File: config.mk
export PLATFORM = sky130hd
export DESIGN_NAME = fpm_queue
export DESIGN_NICKNAME = d
export VERILOG_FILES = /design/src/fpm_pkg.sv /design/src/fpm_queue.sv
export SDC_FILE = /design/constraint.sdc
export NUM_CORES = 1
export LEC_CHECK = 0
export BUFFER_PORTS_ARGS = -buffer_cell sky130_fd_sc_hd__buf_2
export CORE_MARGIN = 1.5
export CORE_UTILIZATION = 30
export DETAILED_ROUTE_END_ITERATION = 8
export SETUP_SLACK_MARGIN = 0.05
export SYNTH_ARGS = -nofsm -noshare
export SYNTH_HDL_FRONTEND = slang
export SYNTH_SLANG_ARGS = --single-unit
export TNS_END_PERCENT = 10
File: constraint.sdc
create_clock -name clk -period 5.33 [get_ports clk]
set_clock_uncertainty 0.05 [all_clocks]
set_input_delay 0.2665 -clock clk [delete_from_list [all_inputs] [get_ports clk]]
set_output_delay 0.2665 -clock clk [all_outputs]
set_load 0.005 [all_outputs]
File: src/fpm_pkg.sv
// ----------------------------------------------------------------------------
// fpm_pkg
// Types and constants shared by the flash page mapper modules.
// ----------------------------------------------------------------------------
package fpm_pkg;

    localparam int         PAGE_BYTES = 256;
    localparam logic [7:0] ERASED     = 8'hff;
    localparam logic [8:0] SWEEP_END  = 9'(PAGE_BYTES);

    typedef enum logic [2:0] {
        ST_OK,
        ST_BAD_ADDR,
        ST_BAD_LEN,
        ST_NO_MEM,
        ST_UNMAPPED
    } status_t;

    typedef enum logic [1:0] {
        CMD_READ,
        CMD_WRITE,
        CMD_RANGE,
        CMD_FLUSH
    } cmd_t;

    typedef enum logic [1:0] {
        CFG_TABLE_PAGE,
        CFG_REGION_PAGES,
        CFG_AUTO_ALLOCATE
    } cfg_index_t;

    typedef enum logic [2:0] {
        OP_READ,
        OP_WRITE,
        OP_RANGE,
        OP_FLUSH,
        OP_FAIL
    } op_kind_t;

    typedef struct packed {
        op_kind_t   kind;
        status_t    fail_status;
        logic [7:0] vpage;
        logic [7:0] offset;
        logic [7:0] data;
        logic       force_rd;
        logic       in_map;
        logic [8:0] range_end;
    } op_t;

    typedef struct packed {
        logic [7:0] table_page;
        logic [6:0] region_pages;
        logic       auto_allocate;
    } cfg_t;

    // lowest bits first: status, read_data, flushed, page_mapped
    typedef struct packed {
        logic       page_mapped;
        logic       flushed;
        logic [7:0] read_data;
        status_t    status;
    } result_t;

    typedef enum logic [4:0] {
        BK_IDLE,
        BK_LOOKUP,
        BK_WB,
        BK_SWITCH,
        BK_LOAD,
        BK_WRITE_ALLOC,
        BK_WRITE,
        BK_READ,
        BK_READ_WAIT,
        BK_ALLOC,
        BK_SCAN,
        BK_ALLOC_CHECK,
        BK_ALLOC_COMMIT,
        BK_RANGE_RD,
        BK_RANGE_CHK,
        BK_RANGE_NEXT,
        BK_DONE
    } back_state_t;

endpackage

File: src/fpm_queue.sv
// ----------------------------------------------------------------------------
// fpm_queue
// Two-entry queue of decoded ops between the front and the back.
// ----------------------------------------------------------------------------
module fpm_queue (
    input  logic          clk,
    input  logic          rst_n,
    input  logic          in_valid,
    output logic          in_ready,
    input  fpm_pkg::op_t  in_op,
    output logic          out_valid,
    input  logic          out_ready,
    output fpm_pkg::op_t  out_op
);
    import fpm_pkg::*;

    op_t        mem [2];
    logic       wr_ptr_reg, wr_ptr_next;
    logic       rd_ptr_reg, rd_ptr_next;
    logic [1:0] count_reg, count_next;
    logic       push, pop;

    assign in_ready  = count_reg != 2'd2;
    assign out_valid = count_reg != 2'd0;
    assign out_op    = mem[rd_ptr_reg];
    assign push      = in_valid && in_ready;
    assign pop       = out_valid && out_ready;

    always_comb
    begin
        wr_ptr_next = push ? !wr_ptr_reg : wr_ptr_reg;
        rd_ptr_next = pop ? !rd_ptr_reg : rd_ptr_reg;
        count_next  = count_reg + 2'(push) - 2'(pop);
    end

    always_ff @(posedge clk or negedge rst_n)
    begin
        if (!rst_n)
        begin
            wr_ptr_reg <= 1'b0;
            rd_ptr_reg <= 1'b0;
            count_reg  <= 2'd0;
        end
        else
        begin
            wr_ptr_reg <= wr_ptr_next;
            rd_ptr_reg <= rd_ptr_next;
            count_reg  <= count_next;
        end
    end

    always_ff @(posedge clk)
    begin
        if (push)
            mem[wr_ptr_reg] <= in_op;
    end

endmodule

After elaboration in Yosys (flattened, before gate mapping)
Memory sizes are Yosys's and may differ from the RTL's.
Cells that the tools add are included.
Word-level totals
  memory bits (writable): 82
  input port bits: 45
  flip-flop bits (word level): 4
  memories: 1
  output and inout port bits: 43
Cells by class
  muxes and demuxes: 2
  add/subtract/negate cells: 2
  reductions and logical operators: 5
  equal/unequal tests: 1
Memories
  mem: depth 2, bits a word 41, read ports 1, clocked after Yosys merged registers in 0, wr ports 1, RTL line fpm_queue.sv:17  | op_t mem [2];
Operators by type and width (count)
  $add A2 B1 Y2: 1
  $logic_and A1 B1 Y1: 2
  $logic_not A1 Y1: 2
  $mux W1: 2
  $ne A2 B2 Y1 const B: 1
  $reduce_bool A2 Y1: 1
  $sub A2 B1 Y2: 1

Logic depth before layout (Yosys ltp)
  word-level depth: 4
  gate-level depth with buffers: 5
  depth with buffers taken out: 5

Least setup slack after synthesis
Ideal clock, no wire load.
  kind: reg-to-reg
  start: register count_reg[0]
  end: memory mem[0][0] in the netlist's numbering (enable)
  data required time: 4841 ps
  cell stages (with the launch flop): 4
  buffers on the path: 0
  arrival: 2387 ps
  path slack: 2453 ps
  cell sequence: dfrtp_1 > nand2b_1 > nand2_1 > nor2_1
On the way
  word-level cells in the longest chain between the ends: 4
RTL lines
  from (decl): RTL line fpm_queue.sv:20  | logic [1:0] count_reg, count_next;
  from (signal assigned): RTL line fpm_queue.sv:48  | count_reg <= count_next;
  $ne A2 B2 Y1: RTL line fpm_queue.sv:23  | assign in_ready = count_reg != 2'd2;
  named net in_ready: RTL line fpm_queue.sv:9  | output logic in_ready,
  $logic_and A1 B1 Y1: RTL line fpm_queue.sv:26  | assign push = in_valid && in_ready;
  $mux W1: RTL line fpm_queue.sv:54  | if (push)
  $mux W1 (not written as such): RTL line fpm_queue.sv:55  | mem[wr_ptr_reg] <= in_op;
  to (decl): RTL line fpm_queue.sv:17
The timed path passes the listed nets, and every way through them passes these cells.

==> results.toml <==
[routing]
vias = 1643
routed_wl_um = 5440
drtIter0Drc = 36
dr.pass1.iters = 4
drc_errors = 0
postRouteAntennaNets = 0
wl_per_cell_um = 14.1
viasPerCell = 4.26

[synthesis]
ys_types = 17
synth_area_um2 = 3180
avgSynthCellArea_um2 = 21.2
synthesis.nets = 196
ys_warn_count = 0
syn_inst = 150
ys_ff_latch = 86
synth_top_area_share_pct = 77.4
synth-seq-area-share_pct = 80.5
synthTopCellsByArea = "edfxtp_1 (77%), mux2_2 (15%), dfrtp_1 (3.1%), xnor2_1 (0.83%), buf_2 (0.79%)"
synth_largest_area_cell = "edfxtp_1"

[cts]
cts.sinks = 86
cts_max_level = 3
holdBufCountCts = 1
cts_buffer_depth = 2
path_clk_slew_ns = 0.08
clock-root-buffer = "clkbuf_8"
ctsResizeCount = 0
clk_latency_ns = 0.34
cts_tree = "done"
numCtsBuffers = 9
post_cts.repair.setup_buffers = 0

[timing]
finalCritPeriodShare_pct = 42.7
tns_ns = 0
grt_setup_unrepaired = "no"
setup_viol = 0
slew_viol_final = 0
tightest_slew_ns = 1.02
relSlewSlack_pct = 31.9
fmax_ghz = 0.439
hold_violations = 0
fin_crit_ns = 2.28

[flow_run]
drv_cap = 0

[floorplan]
row_count = 37
die_area_um2 = 11200
die_y_um = 106
core_region_area_um2 = 10300
ioPinCount = 88
initial_core_util_pct = 30.8
die_w_um = 106

[setup_path]
critical_path.max_fanout = 42
end_kind = "output pin"
required_ns = 5.01
arrival_ns = 1.96
worstSetupPathType = "reg2out"
start_kind = "flip-flop"

[global_routing]
grt_max_degree = 43
globalRouteTotalUtil_pct = 9.74
grt_pass1_vias = 1596
grt_pass1_wl_um = 8060
grt-ovfl-total = 0
antenna_found_initial = 0

[layout]
antenna_cells = 0
stdcell_count = 386
drive_gt1_share_pct = 60.0
syn_to_final_growth_pct = 26.5
fin_util_pct = 39.0
finalInstanceArea_um2 = 4030
final.fill_count = 962
num-nets-final = 291
largest_reg_flops = 82

[power_and_ir_drop]
p_per_area_nw_per_um2 = 516
static-leakage-power_uw = 0.00149
ir_drop_mv = 0.165
power.total_uw = 2080

[worst_hold_path]
hp-class = "in2reg"

[placed_design]
gp_congestion = 0.720
place_area_um2 = 3780
numPortBuffers = 87
dp_cells = 369
dpl.hpwl_um = 3280

[outcome]
status = "finished, final reports clean"
## worst max-delay path, stage by stage, from the launching register on
cell     delay, ns
dfrtp_2       1.04
mux2_2        0.43
buf_2         0.13
## layout make-up
cell class | count | area, µm² | share of cell area [%]
repair buffers | 89 | 453 | 11.2
multi-input cells | 59 | 603 | 15.0
clock inverters | 6 | 110 | 2.73
flip-flops and latches | 86 | 2560 | 63.7
clock buffers | 10 | 128 | 3.17
well taps | 136 | 170 | 4.22
## where the power goes
group	leakage, µW	internal (µW)	total, µW	switching, µW
Sequential	0.000809	926	1030	109
Combinational	0.000567	291	511	221
Clock	0.000114	311	532	221
Total	0.00149	1530	2080	550
## synthesized netlist by cell type
master	count
o21ba_2	1
mux2_2	41
nand3_1	1
a311oi_2	1
dfrtp_1	4
xnor2_1	3
edfxtp_1	82
ha_1	1
and3_2	1
or2_2	1
nand2b_1	1
nand2_1	2
buf_2	5
and2b_2	1
nor2_1	3
and4bb_1	1
o21ai_0	1
## stage by stage
stage,setup WS [ns],hold slack (ns)
after floorplan,2.45,-0.0791
after global placement,3.36,0.0320
after detailed placement,3.35,0.0323
after CTS,2.97,0.0270
after global routing,2.92,0.0267
final,3.05,0.0571
## cell usage in the layout, fill, tap and decap left out, drive strengths merged, types with 2 or more instances in the layout
cell type,instances
mux2,41
clkinv,2
buf,88
nor2,3
dfrtp,4
bufinv,3
clkbuf,10
edfxtp,82
xnor2,3
nand2,2
## metal layers
| metal | wire length (µm) | global-route usage (%) | vias to the layer above |
|---|---|---|---|
| li1 | - | - | 777 |
| met1 | 2330 | 11.1 | 804 |
| met2 | 2740 | 16.0 | 56 |
| met3 | 307 | 3.37 | 6 |
| met4 | 65 | 5.21 | 0 |
| met5 | 0 | 0 | - |
## worst paths after layout
| check | from | end | slack (ns) | cells after the start |
|---|---|---|---|---|
| setup / recovery | rd_ptr_reg | out_op[0] | 3.05 | 2 |
| hold / removal | in_op[12] | mem[0][12] | 0.06 | 1 |
| setup reg to reg | count_reg[0] | mem[1][11] | 3.37 | 2 |
| hold reg to reg | wr_ptr_reg | wr_ptr_reg | 0.50 | 1 |
| max in group asynchronous | rst_n | rd_ptr_reg | 4.89 | 2 |
| min in group asynchronous | rst_n | count_reg[0] | 0.21 | 2 |
## cell families (layout without fill, tap and decap cells)
kind of cell / after synthesis / after routing / share of synthesized area, %
compound gates: 3 / 3 / 0.943
simple gates: 11 / 11 / 2.04
mux: 41 / 41 / 14.5
xor+xnor: 3 / 3 / 0.826
fa+ha+maj: 1 / 1 / 0.393
flops: 86 / 86 / 80.5
buf+inv: 5 / 105 / 0.786
Power figures use the tool's default switching activity.
