File: src/fpm_pkg.sv
// ----------------------------------------------------------------------------
// fpm_pkg
// Types and constants shared by the flash page mapper modules.
// ----------------------------------------------------------------------------
package fpm_pkg;

    localparam int         PAGE_BYTES = 256;
    localparam logic [7:0] ERASED     = 8'hff;
    localparam logic [8:0] SWEEP_END  = 9'(PAGE_BYTES);

    typedef enum logic [2:0] {
        ST_OK,
        ST_BAD_ADDR,
        ST_BAD_LEN,
        ST_NO_MEM,
        ST_UNMAPPED
    } status_t;

    typedef enum logic [1:0] {
        CMD_READ,
        CMD_WRITE,
        CMD_RANGE,
        CMD_FLUSH
    } cmd_t;

    typedef enum logic [1:0] {
        CFG_TABLE_PAGE,
        CFG_REGION_PAGES,
        CFG_AUTO_ALLOCATE
    } cfg_index_t;

    typedef enum logic [2:0] {
        OP_READ,
        OP_WRITE,
        OP_RANGE,
        OP_FLUSH,
        OP_FAIL
    } op_kind_t;

    typedef struct packed {
        op_kind_t   kind;
        status_t    fail_status;
        logic [7:0] vpage;
        logic [7:0] offset;
        logic [7:0] data;
        logic       force_rd;
        logic       in_map;
        logic [8:0] range_end;
    } op_t;

    typedef struct packed {
        logic [7:0] table_page;
        logic [6:0] region_pages;
        logic       auto_allocate;
    } cfg_t;

    // lowest bits first: status, read_data, flushed, page_mapped
    typedef struct packed {
        logic       page_mapped;
        logic       flushed;
        logic [7:0] read_data;
        status_t    status;
    } result_t;

    typedef enum logic [4:0] {
        BK_IDLE,
        BK_LOOKUP,
        BK_WB,
        BK_SWITCH,
        BK_LOAD,
        BK_WRITE_ALLOC,
        BK_WRITE,
        BK_READ,
        BK_READ_WAIT,
        BK_ALLOC,
        BK_SCAN,
        BK_ALLOC_CHECK,
        BK_ALLOC_COMMIT,
        BK_RANGE_RD,
        BK_RANGE_CHK,
        BK_RANGE_NEXT,
        BK_DONE
    } back_state_t;

endpackage

File: src/fpm_front.sv
// ----------------------------------------------------------------------------
// fpm_front
// Accepts input words, checks addresses and lengths, and hands out decoded ops.
// ----------------------------------------------------------------------------
module fpm_front #(
    parameter int MAP_ENTRIES = 256
) (
    input  logic          clk,
    input  logic          rst_n,
    input  logic          s_tvalid,
    output logic          s_tready,
    input  logic [47:0]   s_tdata,  // address, write_data, length_bytes, force_flash, zero pad
    input  logic [1:0]    s_tuser,  // cmd
    output logic          op_valid,
    input  logic          op_ready,
    output fpm_pkg::op_t  op
);
    import fpm_pkg::*;

    localparam logic [8:0] MAP_LIMIT = 9'(MAP_ENTRIES);

    logic        valid_reg, valid_next;
    op_t         op_reg, op_next;
    logic [15:0] addr;
    logic [16:0] len;
    logic [7:0]  vp;
    logic        in_map;
    logic [9:0]  range_sum;
    op_t         dec;

    assign addr      = s_tdata[15:0];
    assign len       = s_tdata[40:24];
    assign vp        = addr[15:8];
    assign in_map    = {1'b0, vp} < MAP_LIMIT;
    assign range_sum = {2'b00, vp} + {1'b0, len[16:8]};

    always_comb
    begin
        dec             = '0;
        dec.vpage       = vp;
        dec.offset      = addr[7:0];
        dec.data        = s_tdata[23:16];
        dec.force_rd    = s_tdata[41];
        dec.in_map      = in_map;
        dec.range_end   = range_sum[8:0];
        dec.fail_status = ST_OK;
        dec.kind        = OP_FAIL;
        unique case (cmd_t'(s_tuser))
            CMD_READ, CMD_WRITE:
            begin
                if (!in_map)
                    dec.fail_status = ST_BAD_ADDR;
                else
                    dec.kind = (cmd_t'(s_tuser) == CMD_READ) ? OP_READ : OP_WRITE;
            end
            CMD_RANGE:
            begin
                if (len == 17'd0 || len[7:0] != 8'd0)
                    dec.fail_status = ST_BAD_LEN;
                else if (addr[7:0] != 8'd0 || !in_map)
                    dec.fail_status = ST_BAD_ADDR;
                else if (range_sum > {1'b0, MAP_LIMIT})
                    dec.fail_status = ST_BAD_LEN;
                else
                    dec.kind = OP_RANGE;
            end
            CMD_FLUSH:
                dec.kind = OP_FLUSH;
            default:
                dec.kind = OP_FAIL;
        endcase
    end

    assign s_tready = !valid_reg || op_ready;
    assign op_valid = valid_reg;
    assign op       = op_reg;

    always_comb
    begin
        valid_next = valid_reg;
        op_next    = op_reg;
        if (op_ready)
            valid_next = 1'b0;
        if (s_tvalid && s_tready)
        begin
            valid_next = 1'b1;
            op_next    = dec;
        end
    end

    always_ff @(posedge clk or negedge rst_n)
    begin
        if (!rst_n)
            valid_reg <= 1'b0;
        else
            valid_reg <= valid_next;
    end

    always_ff @(posedge clk)
    begin
        op_reg <= op_next;
    end

endmodule

File: config.mk
export PLATFORM = sky130hd
export DESIGN_NAME = fpm_front
export DESIGN_NICKNAME = d
export VERILOG_FILES = /design/src/fpm_pkg.sv /design/src/fpm_front.sv
export SDC_FILE = /design/constraint.sdc
export NUM_CORES = 1
export LEC_CHECK = 0
export BUFFER_PORTS_ARGS = -buffer_cell sky130_fd_sc_hd__buf_4
export CELL_PAD_IN_SITES_DETAIL_PLACEMENT = 0
export CELL_PAD_IN_SITES_GLOBAL_PLACEMENT = 2
export CORE_AREA = 3 3 94 87
export DETAILED_ROUTE_END_ITERATION = 8
export DIE_AREA = 0 0 97 90
export PLACE_DENSITY = 0.74
export REMOVE_ABC_BUFFERS = 1
export SYNTH_ARGS = -nofsm -noshare
export SYNTH_HDL_FRONTEND = slang
export SYNTH_SLANG_ARGS = --single-unit
File: constraint.sdc
create_clock -name clk -period 1.76 [get_ports clk]
set_input_delay 0.352 -clock clk [delete_from_list [all_inputs] [get_ports clk]]
set_output_delay 0.352 -clock clk [all_outputs]
set_load 0.02 [all_outputs]
Word-level counts from Yosys, hierarchy flattened
Index checks and enable logic that the tools add are counted.
Operators by class
  $add $sub $neg: 1
  $lt $le $gt $ge: 1
  equal/unequal tests: 3
  multiplexer cells: 10
  bitwise gates (word level): 1
  reduce and logical (&&, ||, !) cells: 12
Operators by type and width (number)
  zero test 17 bit: 1
  nonzero test 8 bit: 2
  adder 8 x 9 -> 10 bit: 1
  > comparator 10 x 9 -> 1 bit, second input constant: 1
  two-way mux 3 bit: 3
  case mux 3 bit (3 select lines): 1
  two-way mux 2 bit: 3
  == test 2 bit, second input constant: 2
  OR reduction 2 bit: 2
  two-way mux 1 bit: 3
  OR reduction 3 bit: 1
  == test 2 x 1 -> 1 bit, second input constant: 1
  zero test 2 bit: 1
  logical OR 1 bit: 2
  nonzero test 2 bit: 1
  logical AND 1 bit: 1
  zero test 1 bit: 1
  inverter 1 bit: 1
Storage, ports and cells
  register bits after elaboration: 41

Longest topological paths before layout
Gate-level depths: netlist of run 1.
  depth after elaboration: 6
  depth in mapped cells: 8
  depth with buffers taken out: 8

Worst setup path before layout of run 1
No wires, ideal clock.
  kind: input port to flip-flop
  start point: input s_tdata[8]
  end point: register op_reg (netlist bit op[39]) (data pin)
  arrival: 2365 ps
  required time: 1614 ps
  slack: -751 ps
  stages: 8
  path through: ha_1 > fa_1 > xor2_1 > a2111oi_4 > o221a_2 > nand3_1 > or4b_1 > a21boi_1
RTL lines
  start, declared: line fpm_front.sv:12  | input logic [47:0] s_tdata,
  end signal, assigned: line fpm_front.sv:101  | op_reg <= op_next;
  end, declared: line fpm_front.sv:23  | op_t op_reg, op_next;

==> results by group, run 1 <==
Outcome
  • Outcome: complete, but fails checks
  • Violations in the final reports: setup timing

Floorplanning
  • Starting density of the core: 0.253
  • Core Box Area: 7150 um^2
  • Vertical extent of the die: 90 um
  • X dimension of the die: 97 um
  • Standard-cell row count: 29
  • Area of the die: 8730 um^2
  • Num ports: 97

Placed design
  • Number of buffer cells added on primary ports: 88
  • Half-perimeter wire length of the detailed placement result: 3960 um
  • Placed Cells: 345
  • Placer congestion estimate: 0.848

STA
  • Endpoints failing hold: 0
  • Period utilization: 1.27
  • Slew margin rel.: 0.419
  • Final number of setup-violating endpoints: 5
  • Highest achievable clock rate: 0.447 GHz
  • Final worst clock skew: 0.00769 ns
  • RSZ-0062 raised after global routing: yes
  • Post-layout minimum cycle time: 2.24 ns
  • Measured slew at the worst slew-check pin: 0.872 ns
  • Sum of negative setup slack: -1.36 ns
  • Max Slew Vio Count: 0
  • Final WS setup: -0.475 ns

Critical path
  • Depth of the worst register-to-register path: 2
  • Data required time at the worst endpoint: 1.90 ns
  • FF-to-FF End: op[15]
  • Reg2reg setup slack: 0.16 ns
  • WP data arrival: 2.38 ns
  • Type of element capturing the critical path: register
  • Critical Path Start Type: input pin
  • Start-to-end type of the worst setup path: input pin to register
  • Largest fanout of any net on the critical path: 3
  • Startpoint of the worst-slack reg-to-reg timing path: op_valid

Cells and area
  • Number of nets in the layout: 327
  • Fraction of layout cells with a size suffix above 1: 0.600
  • # diodes: 0
  • Fill cell instance count of the final layout: 633
  • Utilization after layout: 0.439
  • Cell Count, Final, Fillers Out: 358
  • Largest register FFs: 39
  • Synth-to-layout area growth: 73.6%

Power and ir drop
  • Worst vdd rail ir drop: 324 uV
  • Leakage power total: 1.35 nW
  • Power per standard cell area: 796 nW/um^2
  • Total power consumption of the routed design: 2.50 mW

GRT
  • Number of antenna violations at the first check in global routing: 0
  • Maximum number of pins on one net before global-route repair: 40
  • Global-route wire length before repair: 7860 um
  • Number of global-route vias before repair: 1,580
  • Gr usage total: 0.112
  • Total gr overflow: 0

Clock tree
  • TritonCTS clock tree: built
  • Number of buffers created by CTS: 5
  • CTS H-Tree Depth: 2
  • Clock tree buffer depth: 2
  • Root buffer cell: clkbuf_8
  • Clk_lat worst skew: 0.29 ns
  • Reg clk slew, reported paths: 0.07 ns
  • Number of clock sinks: 40

Yosys
  • Area share of the leading cell type in the synthesized netlist: 0.647
  • Yosys Warn Count: 0
  • Top cells by count, synth: edfxtp_1 (39), ha_1 (8), nor2_1 (7)
  • Fraction of the yosys area taken by sequential cells: 0.661
  • Number of library cell types mapped by synthesis: 41
  • Post-synthesis compound-gate area fraction: 0.124
  • Main combinational cell family by area after synthesis: compound AO/OA/AOI/OAI gates
  • Number of synthesized register bits: 40
  • Top flip-flop cell by instance count after synthesis: edfxtp_1
  • Cells after Synth: 126
  • Most numerous cell in the Yosys netlist: edfxtp_1
  • Adder-cell share of the synthesized area: 0.0664
  • Multiplexer area fraction after synthesis: 0
  • Xor and xnor fraction of the mapped netlist area: 0.0194
  • Proportion of register bits with asynchronous set or reset after synthesis: 0.0250
  • Area fraction in and, or, nand and nor cells after synthesis: 0.102
  • Synth area leader: edfxtp_1
  • Number of synthesized flops with an enable pin: 39
  • Synth area leaders: edfxtp_1 (65%), ha_1 (5.5%), nand3_1 (1.7%)
  • Cell area after synthesis: 1810 um^2
  • Average footprint of a synthesized cell: 14.4 um^2

Detailed routing
  • Sum of routed wire length over all layers: 4880 um
  • Routed wirelength normalized by instance count: 13.6 um
  • Iteration count of the initial detailed-routing pass: 4
  • Drt drc: 0
  • Count of routing violations after the opening detailed-route iteration: 64
  • Total vias in the final route: 1,555
  • Remaining number of nets flagged by the antenna check after routing: 0
  • Via/cell ratio: 4.34

Flow run
  • MaxCap Viol Count: 0

Min path
  • Hold-critical path endpoint: op[18]
  • Startpoint of the worst hold path: s_tdata[23]
  • Worst hold path cell count: 1
  • Class of the tightest hold or removal check: input pin to register
-- through the flow --
stage          instance area, um^2  setup slack (ns)  hold WS, ns
2_1_floorplan                 1790            -0.751       0.0564
3_3_place_gp                  2880            -0.955        0.128
3_5_place_dp                  2880            -0.968        0.129
4_1_cts                       3070            -0.472        0.232
5_1_grt                       3140            -0.520        0.224
6_report                      3140            -0.475        0.241
-- metal layers --
layer / vias up / share of wire / track usage
met5: - / 0 / 0
met2: 77 / 0.42 / 0.163
li1: 765 / - / -
met4: 0 / 0.029 / 0.0480
met1: 702 / 0.46 / 0.151
met3: 11 / 0.088 / 0.0364
-- power breakdown --
| part | leakage [nW] | switching [mW] | total (mW) | internal (mW) |
|---|---|---|---|---|
| clock network | 0.0552 | 0.287 | 0.707 | 0.420 |
| logic | 0.913 | 0.308 | 0.652 | 0.344 |
| registers | 0.383 | 0.0160 | 1.14 | 1.13 |
-- final cells by class --
type                            count  area [um^2]  share of cell area
Multi-Input combinational cell     77          663               0.211
Tap cell                           93          116              0.0371
Sequential cell                    40         1200               0.381
Inverter                            6         22.5             0.00717
Clock buffer                        6         72.6              0.0231
Timing Repair Buffer              134         1030               0.329
Clock inverter                      2         35.0              0.0112
-- how the worst max path moves through the flow --
stage / startpoint / end / slack [ns]
2_1_floorplan: s_tdata[8] / op[39] / -0.75
3_3_place_gp: s_tdata[8] / op[39] / -0.96
3_5_place_dp: s_tdata[8] / op[39] / -0.97
4_1_cts: s_tdata[32] / op[39] / -0.47
5_1_grt: s_tdata[32] / op[39] / -0.52
6_report: s_tdata[32] / op[39] / -0.48
-- cells in the final DEF (no fill, tap or decap), types with 2 or more instances in the layout --
cell type,synthesis,final
nand3_1,6,6
nor4_1,3,3
ha_4,0,3
nor3_1,6,6
inv_1,6,5
nand2b_1,2,2
or4_1,2,2
nor2_1,7,7
conb_1,2,2
a21oi_1,5,4
clkbuf_8,0,5
edfxtp_1,39,39
buf_4,2,127
buf_6,0,5
xor2_1,3,2
a21o_1,4,4
o21ai_1,0,3
ha_1,8,4
-- critical path, stage by stage --
cell	delay [ns]
buf_8	0.10
ha_4	0.15
fa_2	0.38
a211o_2	0.33
a21oi_2	0.16
o221a_2	0.24
nand3_1	0.07
or4b_1	0.46
a21boi_1	0.14
-- logic make-up after synthesis --
kind of cell	count (synthesis)
AO/OA/AOI/OAI	28
XOR/XNOR	4
adder cells (fa/ha/maj)	9
flip-flops	40
buffers and inverters	9
other	2
AND/OR/NAND/NOR	34
-- repair_timing --
item	CTS	global route
hold buffers	1	0
endpoints found under the hold margin	1	0
setup buffers	2	2
pin swaps	14	14
endpoints found under the setup margin	5	7
resized for setup	13	12
gates cloned	0	0
(Power assumes the default switching activity.)
==> run 2, diff against run 1 <==
--- a/config.mk
+++ b/config.mk
@@ -8,9 +8,9 @@
 export BUFFER_PORTS_ARGS = -buffer_cell sky130_fd_sc_hd__buf_4
 export CELL_PAD_IN_SITES_DETAIL_PLACEMENT = 0
 export CELL_PAD_IN_SITES_GLOBAL_PLACEMENT = 2
-export CORE_AREA = 3 3 94 87
+export CORE_AREA = 2 2 93 86
 export DETAILED_ROUTE_END_ITERATION = 8
-export DIE_AREA = 0 0 97 90
+export DIE_AREA = 0 0 95 88
 export PLACE_DENSITY = 0.74
 export REMOVE_ABC_BUFFERS = 1
 export SYNTH_ARGS = -nofsm -noshare
==> run 2 against run 1 <==
The run still ends with setup timing left; routed wire length shrank 3.2%; sequential share of layout area grew 0.21 points; critical endpoint unchanged; worst setup slack gained 0.012 ns; hold slack lost 0.0032 ns; power grew 0.26%.
==> results by group, run 2 (synthesis results as in run 1) <==
Critical path
  • FF-to-FF End: op[38]
  • Reg2reg setup slack: 0.14 ns
  • Largest fanout of any net on the critical path: 3
  • Start-to-end type of the worst setup path: input pin to register
  • Depth of the worst register-to-register path: 2
  • Critical-path top delay cell: or4b_1
  • CP startpoint: s_tdata[32]
  • Critical Path Start Type: input pin
  • WP data arrival: 2.37 ns
  • Crit-path cells: buf_8 -> ha_4 -> fa_2 -> a211o_4 -> a21oi_4 -> o221a_4 -> nand3_2 -> or4b_1 -> a21boi_1
  • Data required time at the worst endpoint: 1.90 ns
  • Max incr delay on CP: 0.46 ns
  • Type of element capturing the critical path: register
  • Startpoint of the worst-slack reg-to-reg timing path: op_valid

GRT
  • Gr usage total: 0.112
  • Number of antenna violations at the first check in global routing: 0
  • Total gr overflow: 0
  • Global-route track usage on met3: 0.0232
  • Maximum number of pins on one net before global-route repair: 40
  • Number of global-route vias before repair: 1,456
  • Global routing usage on met2: 0.187
  • Global-route wire length before repair: 6960 um
  • Most heavily used metal layer in global routing: met2
  • Met1 Resource Use GR: 0.137

Cells and area
  • Synth-to-layout area growth: 72.6%
  • Fill cell instance count of the final layout: 702
  • Fraction of layout cells with a size suffix above 1: 0.606
  • Most common cell after layout, fill and taps aside: buf_4
  • Most frequent cells in the layout: buf_4 (125), edfxtp_1 (39), nor2_1 (7), nor3_1 (6)
  • Largest register FFs: 39
  • Number of nets in the layout: 321
  • # diodes: 0
  • Post-layout instance area: 3120 um^2

Min path
  • Hold-critical path endpoint: op[16]
  • Class of the tightest hold or removal check: input pin to register
  • Startpoint of the worst hold path: s_tdata[21]
  • Worst hold path cell count: 1

Floorplanning
  • Standard-cell row count: 30
  • Starting density of the core: 0.245
  • X dimension of the die: 95 um
  • Vertical extent of the die: 88 um
  • Area of the die: 8360 um^2
  • Num ports: 97
  • Core Box Area: 7390 um^2

Clock tree
  • Root buffer cell: clkbuf_8
  • Reg clk slew, reported paths: 0.08 ns
  • Clk_lat worst skew: 0.29 ns
  • Number of buffers created by CTS: 5
  • CTS H-Tree Depth: 2
  • Number of clock sinks: 40
  • Clock tree buffer depth: 2
  • TritonCTS clock tree: built

STA
  • Highest achievable clock rate: 0.450 GHz
  • RSZ-0062 raised after global routing: yes
  • Period utilization: 1.26
  • Post-layout minimum cycle time: 2.22 ns
  • Endpoints failing hold: 0
  • Final hold slack: 0.237 ns
  • Measured slew at the worst slew-check pin: 0.913 ns
  • Final number of setup-violating endpoints: 3
  • Max Slew Vio Count: 0
  • Slew margin rel.: 0.391
  • Final worst clock skew: 0.00238 ns
  • Sum of negative setup slack: -1.07 ns
  • Final WS setup: -0.463 ns

Detailed routing
  • Total vias in the final route: 1,511
  • Via/cell ratio: 4.26
  • Remaining number of nets flagged by the antenna check after routing: 0
  • Routed wirelength normalized by instance count: 13.3 um
  • Count of routing violations after the opening detailed-route iteration: 48
  • Sum of routed wire length over all layers: 4730 um
  • Iteration count of the initial detailed-routing pass: 4
  • Drt drc: 0

Flow run
  • MaxCap Viol Count: 0

Outcome
  • Outcome: complete, but fails checks
  • Violations in the final reports: setup timing

Power and ir drop
  • Leakage power total: 1.33 nW
  • Total power consumption of the routed design: 2.51 mW
  • Power per standard cell area: 803 nW/um^2
  • Worst vdd rail ir drop: 289 uV

Placed design
  • Placement Cell Area: 2850 um^2
  • Placer congestion estimate: 0.800
  • Half-perimeter wire length of the detailed placement result: 3750 um
  • Number of buffer cells added on primary ports: 88
==> run 2: cell types whose count changed in the layout (fill, tap and decap cells not counted), sizes merged <==
cell,delta
buf,-6
==> run 2: what timing repair did <==
item	in CTS	in global routing
gates resized for setup	11	17
hold endpoints to repair	1	0
pin swaps	9	16
hold buffers	1	0
setup endpoints to repair	6	6
buffers inserted	1	1
==> run 2: worst max-delay path by stage <==
stage              to  slack, ns  cells past startpoint
2_1_floorplan  op[39]      -0.75                      8
3_3_place_gp   op[39]      -0.97                      9
3_5_place_dp   op[39]       -1.0                      9
4_1_cts        op[39]      -0.50                      9
5_1_grt        op[39]      -0.57                      9
6_report       op[39]      -0.46                      9
==> run 2: metrics by stage <==
stage                     setup WS, ns  cells   util
after global routing            -0.567    355  0.422
after detailed placement        -0.997    344  0.385
after floorplan                 -0.751    123      -
final                           -0.463    355  0.422
after CTS                       -0.499    354  0.410
after global placement          -0.970    344  0.385
==> run 2: final cells by class <==
type,count,area [um^2],area share
Clock buffer,6,72.6,0.0232
Tap cell,96,120,0.0385
Sequential cell,40,1200,0.383
Clock inverter,2,35.0,0.0112
Multi-Input combinational cell,77,702,0.225
Timing Repair Buffer,128,975,0.312
Inverter,6,22.5,0.00721
==> run 2: routing by layer <==
layer / vias to the layer above / part of all wire / wire [um]
met3: 8 / 0.057 / 271
li1: 752 / - / -
met2: 52 / 0.49 / 2320
met5: - / 0 / 0
met1: 699 / 0.43 / 2020
met4: 0 / 0.024 / 114
==> run 2: worst max-delay path: cells and delay by family <==
family          cells  cell delay (ns)
compound gates      4             0.84
fa+ha+maj           2             0.54
buf+inv             1             0.10
simple gates        2             0.52
==> run 2: power breakdown <==
group,internal [mW],switching (mW),total [mW]
registers,1.13,0.0158,1.14
logic,0.330,0.310,0.640
clock network,0.421,0.306,0.726
total,1.88,0.631,2.51
